### src/hdl/mqfb_pkg.sv
// ----------------------------------------------------------------------------
// mqfb_pkg
// Shared constants, codes and types of the multi-queue burst FIFO bank.
// ----------------------------------------------------------------------------
package mqfb_pkg;

    localparam int QUEUES      = 8;
    localparam int QUEUE_DEPTH = 64;   // power of two
    localparam int VALUE_BITS  = 32;

    localparam int QID_W   = 3;
    localparam int FUNC_W  = 2;
    localparam int REP_W   = 7;
    localparam int CFG_W   = 4;
    localparam int PTR_W   = $clog2(QUEUE_DEPTH);
    localparam int CNT_W   = $clog2(QUEUE_DEPTH + 1);
    localparam int ADDR_W  = QID_W + PTR_W;
    localparam int ENTRIES = QUEUES * QUEUE_DEPTH;

    localparam int APB_ADDR_W = 3;
    localparam int APB_DATA_W = 32;

    localparam logic [CFG_W-1:0] QUEUES_RESET = CFG_W'(QUEUES);

    typedef enum logic [0:0] {
        REG_QUEUES_IN_USE = 1'b0
    } t_reg;

    typedef enum logic [FUNC_W-1:0] {
        FUNC_CLEAR = 2'd0,
        FUNC_PUSH  = 2'd1,
        FUNC_POP   = 2'd2
    } t_func;

    typedef enum logic [1:0] {
        ST_IDLE,
        ST_EXEC,
        ST_PUSH,
        ST_RESULT
    } t_state;

    typedef struct packed {
        logic                  wr_en;
        logic [ADDR_W-1:0]     wr_addr;
        logic [VALUE_BITS-1:0] wr_data;
        logic                  rd_en;
        logic [ADDR_W-1:0]     rd_addr;
    } t_mem_req;

endpackage

### src/hdl/mqfb_if.sv
// ----------------------------------------------------------------------------
// mqfb_in_if / mqfb_out_if
// Valid/ready channels for command requests and result requests.
// ----------------------------------------------------------------------------
interface mqfb_in_if;
    logic                                  valid;
    logic                                  ready;
    logic [mqfb_pkg::FUNC_W-1:0]           func;
    logic [mqfb_pkg::QID_W-1:0]            queue_id;
    logic signed [mqfb_pkg::VALUE_BITS-1:0] value;
    logic [mqfb_pkg::REP_W-1:0]            repeat_req;

    modport source (output valid, func, queue_id, value, repeat_req, input ready);
    modport sink   (input valid, func, queue_id, value, repeat_req, output ready);
endinterface

interface mqfb_out_if;
    logic                                  valid;
    logic                                  ready;
    logic                                  is_null;
    logic signed [mqfb_pkg::VALUE_BITS-1:0] front_value;
    logic                                  overflow;

    modport source (output valid, is_null, front_value, overflow, input ready);
    modport sink   (input valid, is_null, front_value, overflow, output ready);
endinterface

### src/hdl/mqfb_ctrl.sv
// ----------------------------------------------------------------------------
// mqfb_ctrl
// Command sequencer: queue pointers, burst write loop and result register.
// ----------------------------------------------------------------------------
module mqfb_ctrl (
    input  logic                            i_clk,
    input  logic                            i_rst_n,
    input  logic [mqfb_pkg::CFG_W-1:0]      i_queues_in_use,
    mqfb_in_if.sink                         i_req,
    mqfb_out_if.source                      o_rsp,
    output mqfb_pkg::t_mem_req              o_mem_req,
    input  logic [mqfb_pkg::VALUE_BITS-1:0] i_rd_data
);
    import mqfb_pkg::*;

    t_state                r_state, n_state;
    logic [FUNC_W-1:0]     r_func, n_func;
    logic [QID_W-1:0]      r_qid, n_qid;
    logic [VALUE_BITS-1:0] r_value, n_value;
    logic [REP_W-1:0]      r_reps, n_reps;
    logic [PTR_W-1:0]      r_pos, n_pos;
    logic [CNT_W-1:0]      r_cnt, n_cnt;
    logic                  r_null, n_null;
    logic                  r_ovf, n_ovf;
    logic                  r_pop, n_pop;
    logic [PTR_W-1:0]      r_head [QUEUES];
    logic [PTR_W-1:0]      n_head [QUEUES];
    logic [CNT_W-1:0]      r_fill [QUEUES];
    logic [CNT_W-1:0]      n_fill [QUEUES];
    logic                  r_out_vld, n_out_vld;
    logic                  r_out_null, n_out_null;
    logic                  r_out_ovf, n_out_ovf;
    logic [VALUE_BITS-1:0] r_out_front, n_out_front;

    logic                  q_active;
    logic [PTR_W-1:0]      cur_head;
    logic [CNT_W-1:0]      cur_fill;
    logic [CNT_W-1:0]      room;
    logic [CNT_W-1:0]      reps_ext;
    logic [CNT_W-1:0]      push_take;
    logic [CNT_W-1:0]      pop_take;
    logic [CNT_W-1:0]      tail_sum;
    logic [CNT_W-1:0]      head_sum;

    assign cur_head  = r_head[r_qid];
    assign cur_fill  = r_fill[r_qid];
    assign q_active  = (CFG_W'(r_qid) < i_queues_in_use) && (CFG_W'(r_qid) < QUEUES_RESET);
    assign room      = CNT_W'(QUEUE_DEPTH) - cur_fill;
    assign reps_ext  = CNT_W'(r_reps);
    assign push_take = (reps_ext < room) ? reps_ext : room;
    assign pop_take  = (reps_ext < cur_fill) ? reps_ext : cur_fill;
    assign tail_sum  = CNT_W'(cur_head) + cur_fill;
    assign head_sum  = CNT_W'(cur_head) + pop_take;

    assign i_req.ready       = (r_state == ST_IDLE);
    assign o_rsp.valid       = r_out_vld;
    assign o_rsp.is_null     = r_out_null;
    assign o_rsp.overflow    = r_out_ovf;
    assign o_rsp.front_value = r_out_front;

    always_comb begin
        n_state     = r_state;
        n_func      = r_func;
        n_qid       = r_qid;
        n_value     = r_value;
        n_reps      = r_reps;
        n_pos       = r_pos;
        n_cnt       = r_cnt;
        n_null      = r_null;
        n_ovf       = r_ovf;
        n_pop       = r_pop;
        n_head      = r_head;
        n_fill      = r_fill;
        n_out_vld   = r_out_vld;
        n_out_null  = r_out_null;
        n_out_ovf   = r_out_ovf;
        n_out_front = r_out_front;
        o_mem_req   = '0;

        if (r_out_vld && o_rsp.ready) begin
            n_out_vld = 1'b0;
        end

        unique case (r_state)
            ST_IDLE: begin
                if (i_req.valid) begin
                    n_func  = i_req.func;
                    n_qid   = i_req.queue_id;
                    n_value = i_req.value;
                    n_reps  = i_req.repeat_req;
                    n_state = ST_EXEC;
                end
            end
            ST_EXEC: begin
                n_state = ST_IDLE;
                n_null  = 1'b0;
                n_ovf   = 1'b0;
                n_pop   = 1'b0;
                case (r_func)
                    FUNC_CLEAR: begin
                        for (int q = 0; q < QUEUES; q++) begin
                            n_head[q] = '0;
                            n_fill[q] = '0;
                        end
                    end
                    FUNC_PUSH: begin
                        if (q_active) begin
                            n_fill[r_qid] = cur_fill + push_take;
                            n_pos         = tail_sum[PTR_W-1:0];
                            n_cnt         = push_take;
                            n_ovf         = (push_take < reps_ext);
                            n_state       = ST_PUSH;
                        end
                    end
                    FUNC_POP: begin
                        if (q_active) begin
                            n_state = ST_RESULT;
                            if (cur_fill == '0) begin
                                n_null = 1'b1;
                            end else begin
                                n_pop             = 1'b1;
                                o_mem_req.rd_en   = 1'b1;
                                o_mem_req.rd_addr = {r_qid, cur_head};
                                n_head[r_qid]     = head_sum[PTR_W-1:0];
                                n_fill[r_qid]     = cur_fill - pop_take;
                            end
                        end
                    end
                    default: begin
                        n_state = ST_IDLE;
                    end
                endcase
            end
            ST_PUSH: begin
                if (r_cnt == '0) begin
                    n_state = r_ovf ? ST_RESULT : ST_IDLE;
                end else begin
                    o_mem_req.wr_en   = 1'b1;
                    o_mem_req.wr_addr = {r_qid, r_pos};
                    o_mem_req.wr_data = r_value;
                    n_pos             = r_pos + PTR_W'(1);
                    n_cnt             = r_cnt - CNT_W'(1);
                end
            end
            ST_RESULT: begin
                if (!r_out_vld || o_rsp.ready) begin
                    n_out_vld   = 1'b1;
                    n_out_null  = r_null;
                    n_out_ovf   = r_ovf;
                    n_out_front = r_pop ? i_rd_data : '0;
                    n_state     = ST_IDLE;
                end
            end
            default: begin
                n_state = ST_IDLE;
            end
        endcase
    end

    always_ff @(posedge i_clk) begin
        if (!i_rst_n) begin
            r_state   <= ST_IDLE;
            r_out_vld <= 1'b0;
            for (int q = 0; q < QUEUES; q++) begin
                r_head[q] <= '0;
                r_fill[q] <= '0;
            end
        end else begin
            r_state   <= n_state;
            r_out_vld <= n_out_vld;
            r_head    <= n_head;
            r_fill    <= n_fill;
        end
    end

    always_ff @(posedge i_clk) begin
        r_func      <= n_func;
        r_qid       <= n_qid;
        r_value     <= n_value;
        r_reps      <= n_reps;
        r_pos       <= n_pos;
        r_cnt       <= n_cnt;
        r_null      <= n_null;
        r_ovf       <= n_ovf;
        r_pop       <= n_pop;
        r_out_null  <= n_out_null;
        r_out_ovf   <= n_out_ovf;
        r_out_front <= n_out_front;
    end

endmodule

### src/flat_wrapper.sv
// flat-port wrapper written by rule: the top's interface ports become plain ports
module mqfb_ctrl_flat import mqfb_pkg::*;
  (i_clk, i_rst_n, i_queues_in_use, o_mem_req, i_rd_data, i_req_valid, i_req_func, i_req_queue_id, i_req_value, i_req_repeat_req, i_req_ready, o_rsp_valid, o_rsp_is_null, o_rsp_front_value, o_rsp_overflow, o_rsp_ready);
  mqfb_in_if i_req_i ();
  mqfb_out_if o_rsp_i ();
  input  logic i_clk;
  input  logic i_rst_n;
  input  logic [mqfb_pkg::CFG_W-1:0] i_queues_in_use;
  output mqfb_pkg::t_mem_req o_mem_req;
  input  logic [mqfb_pkg::VALUE_BITS-1:0] i_rd_data;
  input wire logic [$bits(i_req_i.valid)-1:0] i_req_valid;
  input wire logic [$bits(i_req_i.func)-1:0] i_req_func;
  input wire logic [$bits(i_req_i.queue_id)-1:0] i_req_queue_id;
  input wire logic [$bits(i_req_i.value)-1:0] i_req_value;
  input wire logic [$bits(i_req_i.repeat_req)-1:0] i_req_repeat_req;
  output wire logic [$bits(i_req_i.ready)-1:0] i_req_ready;
  output wire logic [$bits(o_rsp_i.valid)-1:0] o_rsp_valid;
  output wire logic [$bits(o_rsp_i.is_null)-1:0] o_rsp_is_null;
  output wire logic [$bits(o_rsp_i.front_value)-1:0] o_rsp_front_value;
  output wire logic [$bits(o_rsp_i.overflow)-1:0] o_rsp_overflow;
  input wire logic [$bits(o_rsp_i.ready)-1:0] o_rsp_ready;
  assign i_req_i.valid = i_req_valid;
  assign i_req_i.func = i_req_func;
  assign i_req_i.queue_id = i_req_queue_id;
  assign i_req_i.value = i_req_value;
  assign i_req_i.repeat_req = i_req_repeat_req;
  assign i_req_ready = i_req_i.ready;
  assign o_rsp_valid = o_rsp_i.valid;
  assign o_rsp_is_null = o_rsp_i.is_null;
  assign o_rsp_front_value = o_rsp_i.front_value;
  assign o_rsp_overflow = o_rsp_i.overflow;
  assign o_rsp_i.ready = o_rsp_ready;
  mqfb_ctrl u_core (.i_clk(i_clk), .i_rst_n(i_rst_n), .i_queues_in_use(i_queues_in_use), .i_req(i_req_i), .o_rsp(o_rsp_i), .o_mem_req(o_mem_req), .i_rd_data(i_rd_data));
endmodule
### config.mk
export PLATFORM = sky130hd
export DESIGN_NAME = mqfb_ctrl_flat
export DESIGN_NICKNAME = d
export VERILOG_FILES = /design/src/hdl/mqfb_pkg.sv /design/src/hdl/mqfb_if.sv /design/src/hdl/mqfb_ctrl.sv /design/src/flat_wrapper.sv
export SDC_FILE = /design/constraint.sdc
export NUM_CORES = 1
export LEC_CHECK = 0
export BUFFER_PORTS_ARGS = -buffer_cell sky130_fd_sc_hd__clkbuf_2
export CORE_ASPECT_RATIO = 0.8
export CORE_MARGIN = 2
export CORE_UTILIZATION = 30
export CTS_CLUSTER_DIAMETER = 40
export DETAILED_ROUTE_END_ITERATION = 16
export SETUP_SLACK_MARGIN = 0.02
export SYNTH_ARGS = -nofsm -noshare
export SYNTH_HDL_FRONTEND = slang
export SYNTH_SLANG_ARGS = --single-unit
### constraint.sdc
create_clock -name i_clk -period 8.6 [get_ports i_clk]
set_input_delay 1.29 -clock i_clk [delete_from_list [all_inputs] [get_ports i_clk]]
set_output_delay 1.29 -clock i_clk [all_outputs]
set_load 0.05 [all_outputs]
Word-level counts from Yosys, hierarchy flattened
Index checks and enable logic that the tools add are counted.
{"block": "op_classes", "n_addsub": 7, "magnitude_cmp": 6, "eq_ne": 14, "muxes": 49, "n_bitwise": 1, "reduce_logical": 19}
{"operator": "$mux 56", "n": 3}
{"operator": "$pmux 56 s3", "n": 1}
{"operator": "$bwmux 56", "n": 2}
{"operator": "$mux 48", "n": 2}
{"operator": "$pmux 48 s2", "n": 1}
{"operator": "$mux 42", "n": 2}
{"operator": "$mux 7", "n": 8}
{"operator": "$bwmux 48", "n": 1}
{"operator": "$mux 10", "n": 4}
{"operator": "$mux 6", "n": 6}
{"operator": "$bmux 7 s3", "n": 1}
{"operator": "$demux 7 s3", "n": 1}
{"operator": "$lt 7x7->1", "n": 3}
{"operator": "$bmux 6 s3", "n": 1}
{"operator": "$demux 6 s3", "n": 1}
{"operator": "$logic_not 7->1", "n": 2}
{"operator": "$pmux 7 s2", "n": 1}
{"operator": "$add 6x6->6", "n": 2}
{"operator": "$mux 2", "n": 6}
{"operator": "$pmux 6 s2", "n": 1}
{"operator": "$ne 2x1->1 const B", "n": 5}
{"operator": "$ne 2x2->1 const B", "n": 4}
{"operator": "$pmux 2 s4", "n": 1}
{"operator": "$reduce_and 2->1", "n": 4}
{"operator": "other kinds (22)", "n": 33}
{"block": "word_totals", "reg_bits": 201, "input_bits": 84, "output_inout_bits": 88}

Depth between registers and ports, before layout
Gate-level depths: netlist of the first run.
{"block": "logic_depth", "word_depth": 11, "depth_mapped": 27}

Worst setup path after synthesis of the first run
OpenSTA, ideal clock, no wires.
{"block": "synth_path", "path_type": "reg2reg", "start": "register u_core.r_qid[1]", "end": "register u_core.r_fill[13] in the netlist's numbering", "arrival_time_ps": 6539, "setup_slack_ps": 1944, "stages_incl_launch_ff": 27, "n_path_buf": 4, "period_less_slack_ps": 6656, "cell_sequence": "edfxtp_1 -> buf_2 -> buf_6 -> buf_2 -> clkinv_1 -> a311oi_1 -> o22ai_1 -> inv_1 -> ha_1 -> nand3_1 -> or3b_4 -> xnor2_1 -> ha_1 -> a21oi_1 -> o211ai_1 -> o311ai_1 -> clkbuf_1 -> o21ai_0 -> fa_1 -> a211o_1 -> a21o_1 -> a21o_1 -> and3_1 -> a22o_1 -> a211oi_4 -> nor2_2 -> a22o_1"}
{"block": "synth_via", "elab_chain_len": 11, "elab_cells_between_ends": 28, "classes_between": "add/sub: 3; order compare: 5; eq/ne: 3; mux: 13; bitwise: 1; reduce/logical: 3"}
{"element": "start: declaration", "line": "mqfb_ctrl.sv:18", "source": "logic [QID_W-1:0] r_qid, n_qid;"}
{"element": "start signal: assignment", "line": "mqfb_ctrl.sv:178", "source": "r_qid <= n_qid;"}
{"element": "$not 3->4 (not written as such)", "line": "mqfb_ctrl.sv:46, mqfb_ctrl.sv:108, mqfb_ctrl.sv:125"}
{"element": "$bmux 7 s3", "line": "mqfb_ctrl.sv:46", "source": "assign cur_fill = r_fill[r_qid];"}
{"element": "$mux 7 (not written as such) (2 in a row)", "line": "mqfb_ctrl.sv:46"}
{"element": "$sub 7x7->7 / $lt 7x7->1 (equally long branches)", "line": "mqfb_ctrl.sv:48, mqfb_ctrl.sv:51"}
{"element": "$lt 7x7->1 / $mux 7 (equally long branches)", "line": "mqfb_ctrl.sv:50, mqfb_ctrl.sv:51"}
{"element": "$mux 7 / $sub 7x7->7 (equally long branches)", "line": "mqfb_ctrl.sv:50, mqfb_ctrl.sv:125"}
{"element": "$add 7x7->7 / $bwmux 56 (equally long branches)", "line": "mqfb_ctrl.sv:108, mqfb_ctrl.sv:125"}
{"element": "$bwmux 56 / $mux 56 (equally long branches)", "line": "mqfb_ctrl.sv:108, mqfb_ctrl.sv:118"}
{"element": "$mux 56, on equally long branches", "line": "mqfb_ctrl.sv:107, mqfb_ctrl.sv:116"}
{"element": "$pmux 56 s3", "line": "mqfb_ctrl.sv:99", "source": "case (r_func)"}
{"element": "end signal: assignment", "line": "mqfb_ctrl.sv:172", "source": "r_fill <= n_fill;"}
{"element": "end: declaration", "line": "mqfb_ctrl.sv:28", "source": "logic [CNT_W-1:0] r_fill [QUEUES];"}
Parallel ways exist; a longest one is shown, timed or not. The select of a mux whose other input is x is not followed.
A chain may end at the register's enable or synchronous reset.

Final worst setup path of the first run
{"block": "layout_path", "start": "register u_core.r_qid[2]", "end": "register u_core.r_fill[55] in the netlist's numbering"}
Same word-level chain as after synthesis.

==> flow_metrics.py, run 1 <==
metrics = {
    "status": {
        "status": "finished, final reports clean",
    },
    "sta": {
        "setup_violations": 0,
        "whs_ns": 0.419,
        "period_minus_slack_ns": 7.33,
        "fmax_mhz": 136,
        "max_slew_margin": 0.280,
        "finalHoldViolCount": 0,
        "setup-tns-final_ns": 0,
        "worst_pin_slew_ns": 1.08,
        "timing.final.crit_share": 0.853,
        "fin_skew_ns": 0.0240,
        "rsz0062_at_grt": "false",
        "drv_slew": 0,
    },
    "floorplanning": {
        "coreArea_um2": 35000,
        "dieArea_um2": 37200,
        "start_util": 0.306,
        "rows": 61,
        "die_w_um": 215,
        "ios": 172,
        "fp.dieH_um": 173,
    },
    "clock_network": {
        "clk_pin_slew_ns": 0.06,
        "postCtsSetupRepairBufs": 0,
        "cts_buffers": 29,
        "clock_sinks": 201,
        "clk_latency_ns": 0.56,
        "htree_levels": 1,
        "cts_hold_buf": 0,
        "cts_buffer_depth": 3,
        "cts_tree": "built",
        "root_buffer": "clkbuf_16",
        "cts_resized": 0,
    },
    "finish": {
        "num_antenna_cells": 0,
        "fin_area_um2": 13000,
        "layout.nets": 1387,
        "post-route-util": 0.373,
        "drive_above_1_share": 0.219,
        "area_delta_synth_final_pct": 21.9,
    },
    "placed_design": {
        "place_area_um2": 12100,
        "dp_hpwl_um": 23600,
        "numPortBuffers": 171,
        "place_congestion": 0.918,
    },
    "pwr": {
        "clkPwrFrac": 0.355,
        "p_int_w": 0.00211,
        "report.power.total_w": 0.00329,
        "p_seq_frac": 0.345,
        "switching_share": 0.358,
        "leakagePower_nw": 5.22,
        "peakVddDrop_v": 0.000137,
        "p_sw_w": 0.00118,
        "power_frac_comb": 0.300,
        "p_per_area_nw_per_um2": 252,
    },
    "route": {
        "routed-via-count": 9133,
        "drt-total-wl_um": 32600,
        "vias_per_cell": 5.24,
        "firstDrtPassIters": 5,
        "dr.first_iter.drc_count": 870,
        "ant_nets": 0,
        "drc": 0,
        "routedWlPerCell_um": 18.7,
    },
    "worst_setup_path": {
        "rr_startpoint": "u_core.r_qid[2]$_DFFE_PP_",
        "critPathKind": "register to register",
        "r2r_cells": 22,
        "timing.rr.end": "u_core.r_fill[55]$_SDFFE_PN0P_",
        "critPathCapture": "u_core.r_fill[55]$_SDFFE_PN0P_",
        "path_max_fanout": 19,
        "required_ns": 9.03,
        "end_kind": "register",
        "cp.arrival_ns": 7.76,
        "setup.worst_path.start": "u_core.r_qid[2]$_DFFE_PP_",
        "critPathLaunchType": "register",
        "ff2ff_setup_slack_ns": 1.27,
    },
    "logic_synthesis": {
        "synth_cell_types": 76,
        "synth_ff_type": "dfxtp_1",
        "synth_edf_count": 94,
        "synth-warning-count": 0,
        "synthesis.area_um2": 10700,
        "synth_top_area_share": 0.264,
        "syn_area_per_cell_um2": 9.83,
        "synthArstFlopShare": 0,
        "ys_top_cells_by_count": "dfxtp_1, edfxtp_1, and2_1, nor2_1, nand2_1",
        "yosysMostFrequentCell": "dfxtp_1",
        "synth_cells": 1087,
        "synth_fp_nets": 1223,
        "ys_seq_elements": 201,
        "seq_area_frac_synth": 0.464,
        "yosysTopAreaCell": "edfxtp_1",
        "synth.top_cells.by_area": "edfxtp_1, dfxtp_1, ha_1",
    },
    "grt": {
        "grt_overflow_total": 0,
        "grt_start_max_net_pins": 75,
        "antenna_found_initial": 0,
        "grt_use_total": 0.171,
        "grt_pass1_vias": 8652,
        "grt_first_pass_wirelength_um": 50800,
    },
    "job": {
        "maxCapViolCount": 0,
    },
    "min_path": {
        "hp-class": "register to register",
    },
}
-- sequential cells by signal, summed over array words and instances, names as in the netlist --
| name | count |
|---|---|
| u_core.r_pop | 1 |
| u_core.o_rsp.is_null | 1 |
| u_core.r_value | 32 |
| u_core.r_fill | 56 |
| u_core.r_head | 48 |
| u_core.r_cnt | 7 |
| u_core.r_reps | 7 |
| u_core.o_rsp.overflow | 1 |
| u_core.o_rsp.valid | 1 |
| u_core.r_qid | 3 |
| u_core.r_null | 1 |
| u_core.o_rsp.front_value | 32 |
| u_core.r_state | 2 |
| u_core.r_func | 2 |
| u_core.r_pos | 6 |
| u_core.r_ovf | 1 |
-- worst max-delay path, cell delays in order (launching register included) --
cell and delay, ns:
edfxtp_1 0.74, inv_1 0.31, a311oi_1 0.32, o22ai_1 0.30, inv_1 0.25, ha_1 0.25
nand3_1 0.15, or3b_4 0.46, xnor2_1 0.24, ha_1 0.28, a21oi_1 0.23, o211ai_1 0.19
o311ai_1 0.57, o21ai_0 0.35, fa_1 0.58, a211o_1 0.31, a21o_1 0.21, a21o_1 0.19
and3_1 0.18, a22o_1 0.25, a211oi_4 0.42, nor2_2 0.18, a22o_1 0.27
-- layout by cell type (no fill, tap or decap), drive strengths merged, types with 6 or more instances in the layout --
master and instances:
a21boi 27, a21o 11, a21oi 46, a22o 9
a22oi 36, a31oi 6, a32o 14, and2 84
and3 17, buf 22, clkbuf 207, clkinv 7
dfxtp 107, edfxtp 94, ha 48, inv 44
mux2 7, mux2i 7, mux4 7, nand2 72
nand2b 6, nand3 50, nand4 14, nor2 85
nor2b 18, nor3 17, o21a 20, o21ai 65
o22ai 11, o2bb2ai 8, o31ai 11, xnor2 19
xor2 10
-- area by class of cell --
| cell class | instances | area (um^2) |
|---|---|---|
| clock inverter | 16 | 171 |
| fill | 3572 | 21900 |
| multi-input combinational | 785 | 5360 |
| tap | 472 | 591 |
| clock buffer | 36 | 772 |
| timing repair buffer | 193 | 1020 |
| inverter | 41 | 156 |
| sequential | 201 | 4960 |
-- how the worst min path moves through the flow --
stage                                start                             end  slack [ns]  cells after the start
3_3_place_gp   u_core.r_null$_SDFFCE_PN0P_  u_core.o_rsp.is_null$_DFFE_PP_        0.41                      0
3_5_place_dp   u_core.r_null$_SDFFCE_PN0P_  u_core.o_rsp.is_null$_DFFE_PP_        0.41                      0
5_1_grt        u_core.r_null$_SDFFCE_PN0P_  u_core.o_rsp.is_null$_DFFE_PP_        0.43                      0
4_1_cts        u_core.r_null$_SDFFCE_PN0P_  u_core.o_rsp.is_null$_DFFE_PP_        0.42                      0
6_report       u_core.r_null$_SDFFCE_PN0P_  u_core.o_rsp.is_null$_DFFE_PP_        0.42                      0
2_1_floorplan  u_core.r_null$_SDFFCE_PN0P_  u_core.o_rsp.is_null$_DFFE_PP_        0.40                      0
-- kinds of logic (layout without fill, tap and decap cells) --
kind of cell    count (synthesis)  after routing  synth area share
flops                         201            201             0.464
xor+xnor                       29             29            0.0238
simple gates                  386            386             0.186
buf+inv                       101            286            0.0378
compound gates                297            297             0.193
mux                            21             21            0.0317
fa+ha+maj                      52             52            0.0637
-- layer usage --
| metal | GRT usage | routed length, um |
|---|---|---|
| met1 | 0.258 | 15800 |
| met4 | 0.0405 | 708 |
| met3 | 0.0354 | 2590 |
| met2 | 0.249 | 13500 |
| met5 | 0 | 0 |
-- per-stage QoR --
stage,cells,setup WS (ns)
5_1_grt,1744,0.752
4_1_cts,1744,1.37
6_report,1744,1.27
3_3_place_gp,1692,1.65
3_5_place_dp,1692,1.40
2_1_floorplan,1087,1.94
-- power groups by stage --
stage / Sequential (W) / Clock (W) / Combinational (W)
2_1_floorplan: 0.00116 / 0 / 0.000683
3_3_place_gp: 0.00115 / 0 / 0.000959
3_5_place_dp: 0.00116 / 0 / 0.000968
4_1_cts: 0.00114 / 0.00119 / 0.000975
5_1_grt: 0.00114 / 0.00123 / 0.00107
6_report: 0.00114 / 0.00117 / 0.000987
Note: power is estimated with default switching activity, not from simulation.
==> inputs of run 2 (changes only) <==
--- a/config.mk
+++ b/config.mk
@@ -6,7 +6,7 @@
 export NUM_CORES = 1
 export LEC_CHECK = 0
 export BUFFER_PORTS_ARGS = -buffer_cell sky130_fd_sc_hd__clkbuf_2
-export CORE_ASPECT_RATIO = 0.8
+export CORE_ASPECT_RATIO = 1.4
 export CORE_MARGIN = 2
 export CORE_UTILIZATION = 30
 export CTS_CLUSTER_DIAMETER = 40
==> flow_metrics.py, run 2 (same netlist as run 1, synthesis figures left out) <==
metrics = {
    "route": {
        "drc": 0,
        "ant_nets": 0,
        "firstDrtPassIters": 5,
        "routed-via-count": 9023,
        "routedWlPerCell_um": 18.6,
        "drt-total-wl_um": 32000,
        "vias_per_cell": 5.24,
        "dr.first_iter.drc_count": 789,
    },
    "worst_setup_path": {
        "rr_startpoint": "u_core.r_qid[0]$_DFFE_PP_",
        "critPathKind": "register to register",
        "critPathLaunchType": "register",
        "r2r_cells": 25,
        "path_max_fanout": 18,
        "cp_slowest_stage_delay_ns": 0.70,
        "timing.rr.end": "u_core.r_fill[48]$_SDFFE_PN0P_",
        "ff2ff_setup_slack_ns": 1.34,
        "end_kind": "register",
        "setup.worst_path.start": "u_core.r_qid[0]$_DFFE_PP_",
        "critPathCapture": "u_core.r_fill[48]$_SDFFE_PN0P_",
        "cp.arrival_ns": 7.68,
        "required_ns": 9.02,
        "critPathSlowestCell": "edfxtp_1",
    },
    "clock_network": {
        "clock_sinks": 201,
        "htree_levels": 1,
        "cts_buffer_depth": 3,
        "clk_latency_ns": 0.53,
        "cts_buffers": 25,
        "clk_pin_slew_ns": 0.06,
        "cts_resized": 0,
        "cts_tree": "built",
        "postCtsSetupRepairBufs": 0,
        "cts_hold_buf": 0,
        "root_buffer": "clkbuf_16",
    },
    "grt": {
        "grt_pass1_vias": 8780,
        "grt_start_max_net_pins": 64,
        "grt_use_total": 0.169,
        "grt_overflow_total": 0,
        "antenna_found_initial": 0,
        "grt_first_pass_wirelength_um": 49000,
    },
    "pwr": {
        "peakVddDrop_v": 0.000132,
        "p_per_area_nw_per_um2": 243,
        "leakagePower_nw": 5.18,
    },
    "placed_design": {
        "place_congestion": 0.896,
        "dp_hpwl_um": 23600,
        "numPortBuffers": 171,
    },
    "floorplanning": {
        "start_util": 0.305,
        "coreArea_um2": 35100,
        "fp.dieH_um": 227,
        "die_w_um": 164,
        "rows": 81,
        "ios": 172,
        "dieArea_um2": 37200,
    },
    "sta": {
        "rsz0062_at_grt": "false",
        "fmax_mhz": 138,
        "setup_violations": 0,
        "period_minus_slack_ns": 7.26,
        "drv_slew": 0,
        "worst_pin_slew_ns": 1.13,
        "max_slew_margin": 0.246,
        "setup-tns-final_ns": 0,
        "fin_skew_ns": 0.0108,
        "timing.final.crit_share": 0.844,
        "finalHoldViolCount": 0,
    },
    "finish": {
        "largest_reg_flops": 56,
        "post-route-util": 0.367,
        "area_delta_synth_final_pct": 20.4,
        "drive_above_1_share": 0.218,
        "top_regs": "u_core.r_fill x56, u_core.r_head x48",
        "final_common_cell": "clkbuf_2",
        "num_antenna_cells": 0,
        "registers.top_by_ff_count": "u_core.r_fill",
        "final_cell_mix": "clkbuf_2, dfxtp_1, edfxtp_1, and2_1, nor2_1",
        "layout.nets": 1386,
    },
    "status": {
        "status": "finished, final reports clean",
    },
    "min_path": {
        "hp-class": "register to register",
    },
    "job": {
        "maxCapViolCount": 0,
    },
}
-- run 2: cell types whose count changed in the layout (fill, tap and decap cells not counted), moves of 3 or more --
cell and delta:
clkinv_2 +3, clkinv_4 -3, clkbuf_16 -3, buf_4 +3, clkinvlp_4 -4
-- run 2: how the worst min path moves through the flow --
stage,end,slack [ns],start,cells past startpoint
after CTS,u_core.o_rsp.is_null$_DFFE_PP_,0.44,u_core.r_null$_SDFFCE_PN0P_,0
after floorplan,u_core.o_rsp.is_null$_DFFE_PP_,0.40,u_core.r_null$_SDFFCE_PN0P_,0
after detailed placement,u_core.o_rsp.is_null$_DFFE_PP_,0.43,u_core.r_null$_SDFFCE_PN0P_,0
after global placement,u_core.o_rsp.is_null$_DFFE_PP_,0.41,u_core.r_null$_SDFFCE_PN0P_,0
after global routing,u_core.o_rsp.is_null$_DFFE_PP_,0.45,u_core.r_null$_SDFFCE_PN0P_,0
final,u_core.o_rsp.is_null$_DFFE_PP_,0.45,u_core.r_null$_SDFFCE_PN0P_,0
-- run 2: critical path: cells and delay by family, from the launching register on --
family	cells	cell delay (ns)
AO/OA/AOI/OAI	11	2.99
XOR/XNOR	1	0.17
adder cells (fa/ha/maj)	3	1.14
buffers and inverters	4	1.06
flip-flops	1	0.70
AND/OR/NAND/NOR	6	1.08
-- run 2: area by class of cell --
| cell class | count | area (um^2) |
|---|---|---|
| fill | 3577 | 22200 |
| clock buffer | 32 | 703 |
| inverter | 41 | 156 |
| tap | 456 | 571 |
| sequential | 201 | 4960 |
| timing repair buffer | 196 | 1040 |
| multi-input combinational | 785 | 5350 |
| clock inverter | 12 | 85.1 |
-- run 2: report_power, final --
part	internal (W)	leakage, nW	switching [W]
Sequential	0.00109	1.74	0.0000472
Clock	0.000584	0.401	0.000420
Combinational	0.000320	3.04	0.000665
-- run 2: stage by stage --
step	instances	hold WS, ns	total power (W)	instance area (um^2)	setup slack (ns)
CTS	1723	0.445	0.00314	12900	1.36
finish	1723	0.450	0.00313	12900	1.34
global route	1723	0.448	0.00328	12900	0.844
global placement	1679	0.413	0.00213	12100	1.52
detailed placement	1679	0.431	0.00214	12100	1.36
floorplan	1087	0.400	0.00184	10700	1.94
-- run 2: layer usage --
layer | global-route usage | wire (um) | vias up
li1 | - | - | 4305
met2 | 0.311 | 16300 | 316
met5 | 0 | 0 | -
met4 | 0.0852 | 1530 | 0
met1 | 0.191 | 12500 | 4311
met3 | 0.0193 | 1730 | 91
==> inputs of run 3 (changes only) <==
--- a/config.mk
+++ b/config.mk
@@ -5,6 +5,7 @@
 export SDC_FILE = /design/constraint.sdc
 export NUM_CORES = 1
 export LEC_CHECK = 0
+export ABC_AREA = 1
 export BUFFER_PORTS_ARGS = -buffer_cell sky130_fd_sc_hd__clkbuf_2
 export CORE_ASPECT_RATIO = 1.4
 export CORE_MARGIN = 2
==> constraint.sdc (replaced) <==
create_clock -name i_clk -period 6.2 [get_ports i_clk]
set_input_delay 0.93 -clock i_clk [delete_from_list [all_inputs] [get_ports i_clk]]
set_output_delay 0.93 -clock i_clk [all_outputs]
set_load 0.05 [all_outputs]
==> flow_metrics.py, run 3 <==
metrics = {
    "logic_synthesis": {
        "synth-warning-count": 0,
        "synth_edf_count": 94,
        "synth_cell_types": 45,
        "synthesis.area_um2": 11500,
        "yosysMostFrequentCell": "nand2_1",
        "syn_area_per_cell_um2": 7.38,
        "synth.top_cells.by_area": "edfxtp_1, dfxtp_1, nand2_1",
        "synth_fp_nets": 1701,
        "yosysTopAreaCell": "edfxtp_1",
        "synth_top_area_share": 0.244,
        "ys_seq_elements": 201,
        "ys_top_cells_by_count": "nand2_1, inv_1, a21oi_1",
        "seq_area_frac_synth": 0.430,
        "synthArstFlopShare": 0,
        "synth_cells": 1565,
        "synth_ff_type": "dfxtp_1",
    },
    "sta": {
        "fmax_mhz": 179,
        "setup_violations": 0,
        "whs_ns": 0.408,
        "rsz0062_at_grt": "false",
        "finalHoldViolCount": 0,
        "worst_pin_slew_ns": 1.00,
        "fin_skew_ns": 0.0319,
        "period_minus_slack_ns": 5.58,
        "timing.final.crit_share": 0.900,
        "setup-tns-final_ns": 0,
        "worst_slack_ns": 0.623,
        "max_slew_margin": 0.332,
        "drv_slew": 0,
    },
    "finish": {
        "registers.top_by_ff_count": "u_core.r_fill",
        "final_common_cell": "nand2_1",
        "top_regs": "u_core.r_fill x56, u_core.r_head x48",
        "area_delta_synth_final_pct": 22.3,
        "fillers": 3985,
        "layout.nets": 1873,
        "final_cell_mix": "nand2_1, inv_1, clkbuf_2, a21oi_1, nor2_1",
        "regArea_um2": 4960,
        "largest_reg_flops": 56,
        "finalNonFillerCells": 2240,
        "num_antenna_cells": 0,
        "drive_above_1_share": 0.167,
        "multi_input_area_um2": 5510,
    },
    "floorplanning": {
        "start_util": 0.302,
        "dieArea_um2": 40100,
        "rows": 85,
        "ios": 172,
        "die_w_um": 170,
        "coreArea_um2": 38200,
        "fp.dieH_um": 236,
    },
    "worst_setup_path": {
        "cp_slowest_stage_delay_ns": 0.49,
        "required_ns": 6.65,
        "setup.worst_path.start": "u_core.r_qid[1]$_DFFE_PP_",
        "critPathKind": "register to register",
        "critPathLaunchType": "register",
        "r2r_cells": 31,
        "crit_top_cell": "nor2_1",
        "critPathCapture": "u_core.r_fill[13]$_SDFFE_PN0P_",
        "timing.rr.end": "u_core.r_fill[13]$_SDFFE_PN0P_",
        "rr_startpoint": "u_core.r_qid[1]$_DFFE_PP_",
        "ff2ff_setup_slack_ns": 0.62,
        "critPathSlowestCell": "edfxtp_1",
        "end_kind": "register",
        "cp.arrival_ns": 6.03,
        "path_max_fanout": 10,
    },
    "route": {
        "drt-total-wl_um": 37500,
        "firstDrtPassIters": 5,
        "dr.first_iter.drc_count": 893,
        "routed-via-count": 11300,
        "drc": 0,
        "vias_per_cell": 5.06,
        "routedWlPerCell_um": 16.7,
        "ant_nets": 0,
    },
    "clock_network": {
        "clk_pin_slew_ns": 0.06,
        "cts_tree": "built",
        "clock_sinks": 201,
        "htree_levels": 2,
        "cts_buffers": 34,
        "clk_latency_ns": 0.52,
        "cts_buffer_depth": 3,
        "root_buffer": "clkbuf_16",
    },
    "grt": {
        "grt_use_total": 0.184,
        "grt_overflow_total": 0,
        "grt_pass1_vias": 10900,
        "antenna_found_initial": 1,
        "grt_first_pass_wirelength_um": 58400,
        "grt_start_max_net_pins": 84,
    },
    "min_path": {
        "hp-class": "register to register",
    },
    "placed_design": {
        "pre_cts_ws_ns": 0.483,
        "place_congestion": 0.905,
        "numPortBuffers": 171,
        "dp.cells": 2177,
        "dp_hpwl_um": 27300,
    },
    "pwr": {
        "p_per_area_nw_per_um2": 394,
        "report.power.total_w": 0.00557,
        "leakagePower_nw": 6.37,
        "peakVddDrop_v": 0.000153,
    },
    "status": {
        "status": "finished, final reports clean",
    },
    "job": {
        "maxCapViolCount": 0,
    },
}
-- run 3: changes by cell type after synthesis, sizes merged, moves of 17 or more --
cell,before,now
and3,17,0
o21a,20,1
a21boi,27,3
nor2,85,145
nor2b,18,0
and2,84,0
a22oi,36,3
a21oi,46,164
inv,39,211
o21ai,65,108
nand2,72,419
nand3,50,68
-- run 3: repair_timing --
action | 4_1_cts | 5_1_grt
setup endpoints to repair | 0 | 24
endpoints found under the hold margin | 0 | 0
gates resized for setup | 0 | 2
hold buffers | 0 | 0
setup buffers | 0 | 2
-- run 3: worst min-delay path by stage --
stage,endpoint,startpoint,slack (ns),cells after the start
after detailed placement,u_core.o_rsp.is_null$_DFFE_PP_,u_core.r_null$_SDFFCE_PN0P_,0.40,0
after global placement,u_core.o_rsp.is_null$_DFFE_PP_,u_core.r_null$_SDFFCE_PN0P_,0.41,0
final,u_core.o_rsp.is_null$_DFFE_PP_,u_core.r_null$_SDFFCE_PN0P_,0.41,0
after CTS,u_core.o_rsp.is_null$_DFFE_PP_,u_core.r_null$_SDFFCE_PN0P_,0.41,0
after global routing,u_core.o_rsp.is_null$_DFFE_PP_,u_core.r_null$_SDFFCE_PN0P_,0.42,0
after floorplan,u_core.o_rsp.is_null$_DFFE_PP_,u_core.r_null$_SDFFCE_PN0P_,0.40,0
-- run 3: routing by layer --
metal,global-route usage,share of wire,up-vias
li1,-,-,5511
met1,0.211,0.39,5231
met2,0.327,0.49,472
met3,0.0287,0.066,117
met4,0.0961,0.050,2
met5,0,0.00027,-
-- run 3: cell type report --
class | count | area share
multi-input cells | 1081 | 0.390
flip-flops and latches | 201 | 0.351
repair buffers | 206 | 0.0792
clock buffers | 43 | 0.0685
inverters | 213 | 0.0567
well taps | 478 | 0.0423
clock inverters | 18 | 0.0121
-- run 3: cell families (layout without fill, tap and decap cells) --
family | count (synthesis) | after routing | share of synthesized area
adder cells (fa/ha/maj) | 52 | 52 | 0.0589
AO/OA/AOI/OAI | 358 | 358 | 0.177
flip-flops | 201 | 201 | 0.430
XOR/XNOR | 19 | 19 | 0.0144
buffers and inverters | 283 | 480 | 0.0946
AND/OR/NAND/NOR | 652 | 652 | 0.225
-- run 3: per-stage QoR --
stage / util / area [um^2]
after floorplan: - / 11500
after global placement: 0.340 / 13000
after detailed placement: 0.340 / 13000
after CTS: 0.369 / 14100
after global routing: 0.370 / 14100
final: 0.370 / 14100
-- run 3: where the power goes --
group          switching [W]  internal, W
registers          0.0000798      0.00156
logic                0.00151     0.000547
clock network       0.000708      0.00117
total                0.00230      0.00327
-- run 3: critical path, delay by kind of cell (launching register included) --
| kind | cells | cell delay, ns |
|---|---|---|
| compound gates | 6 | 1.14 |
| xor+xnor | 1 | 0.17 |
| fa+ha+maj | 3 | 0.98 |
| buf+inv | 4 | 0.64 |
| flops | 1 | 0.49 |
| simple gates | 17 | 2.07 |
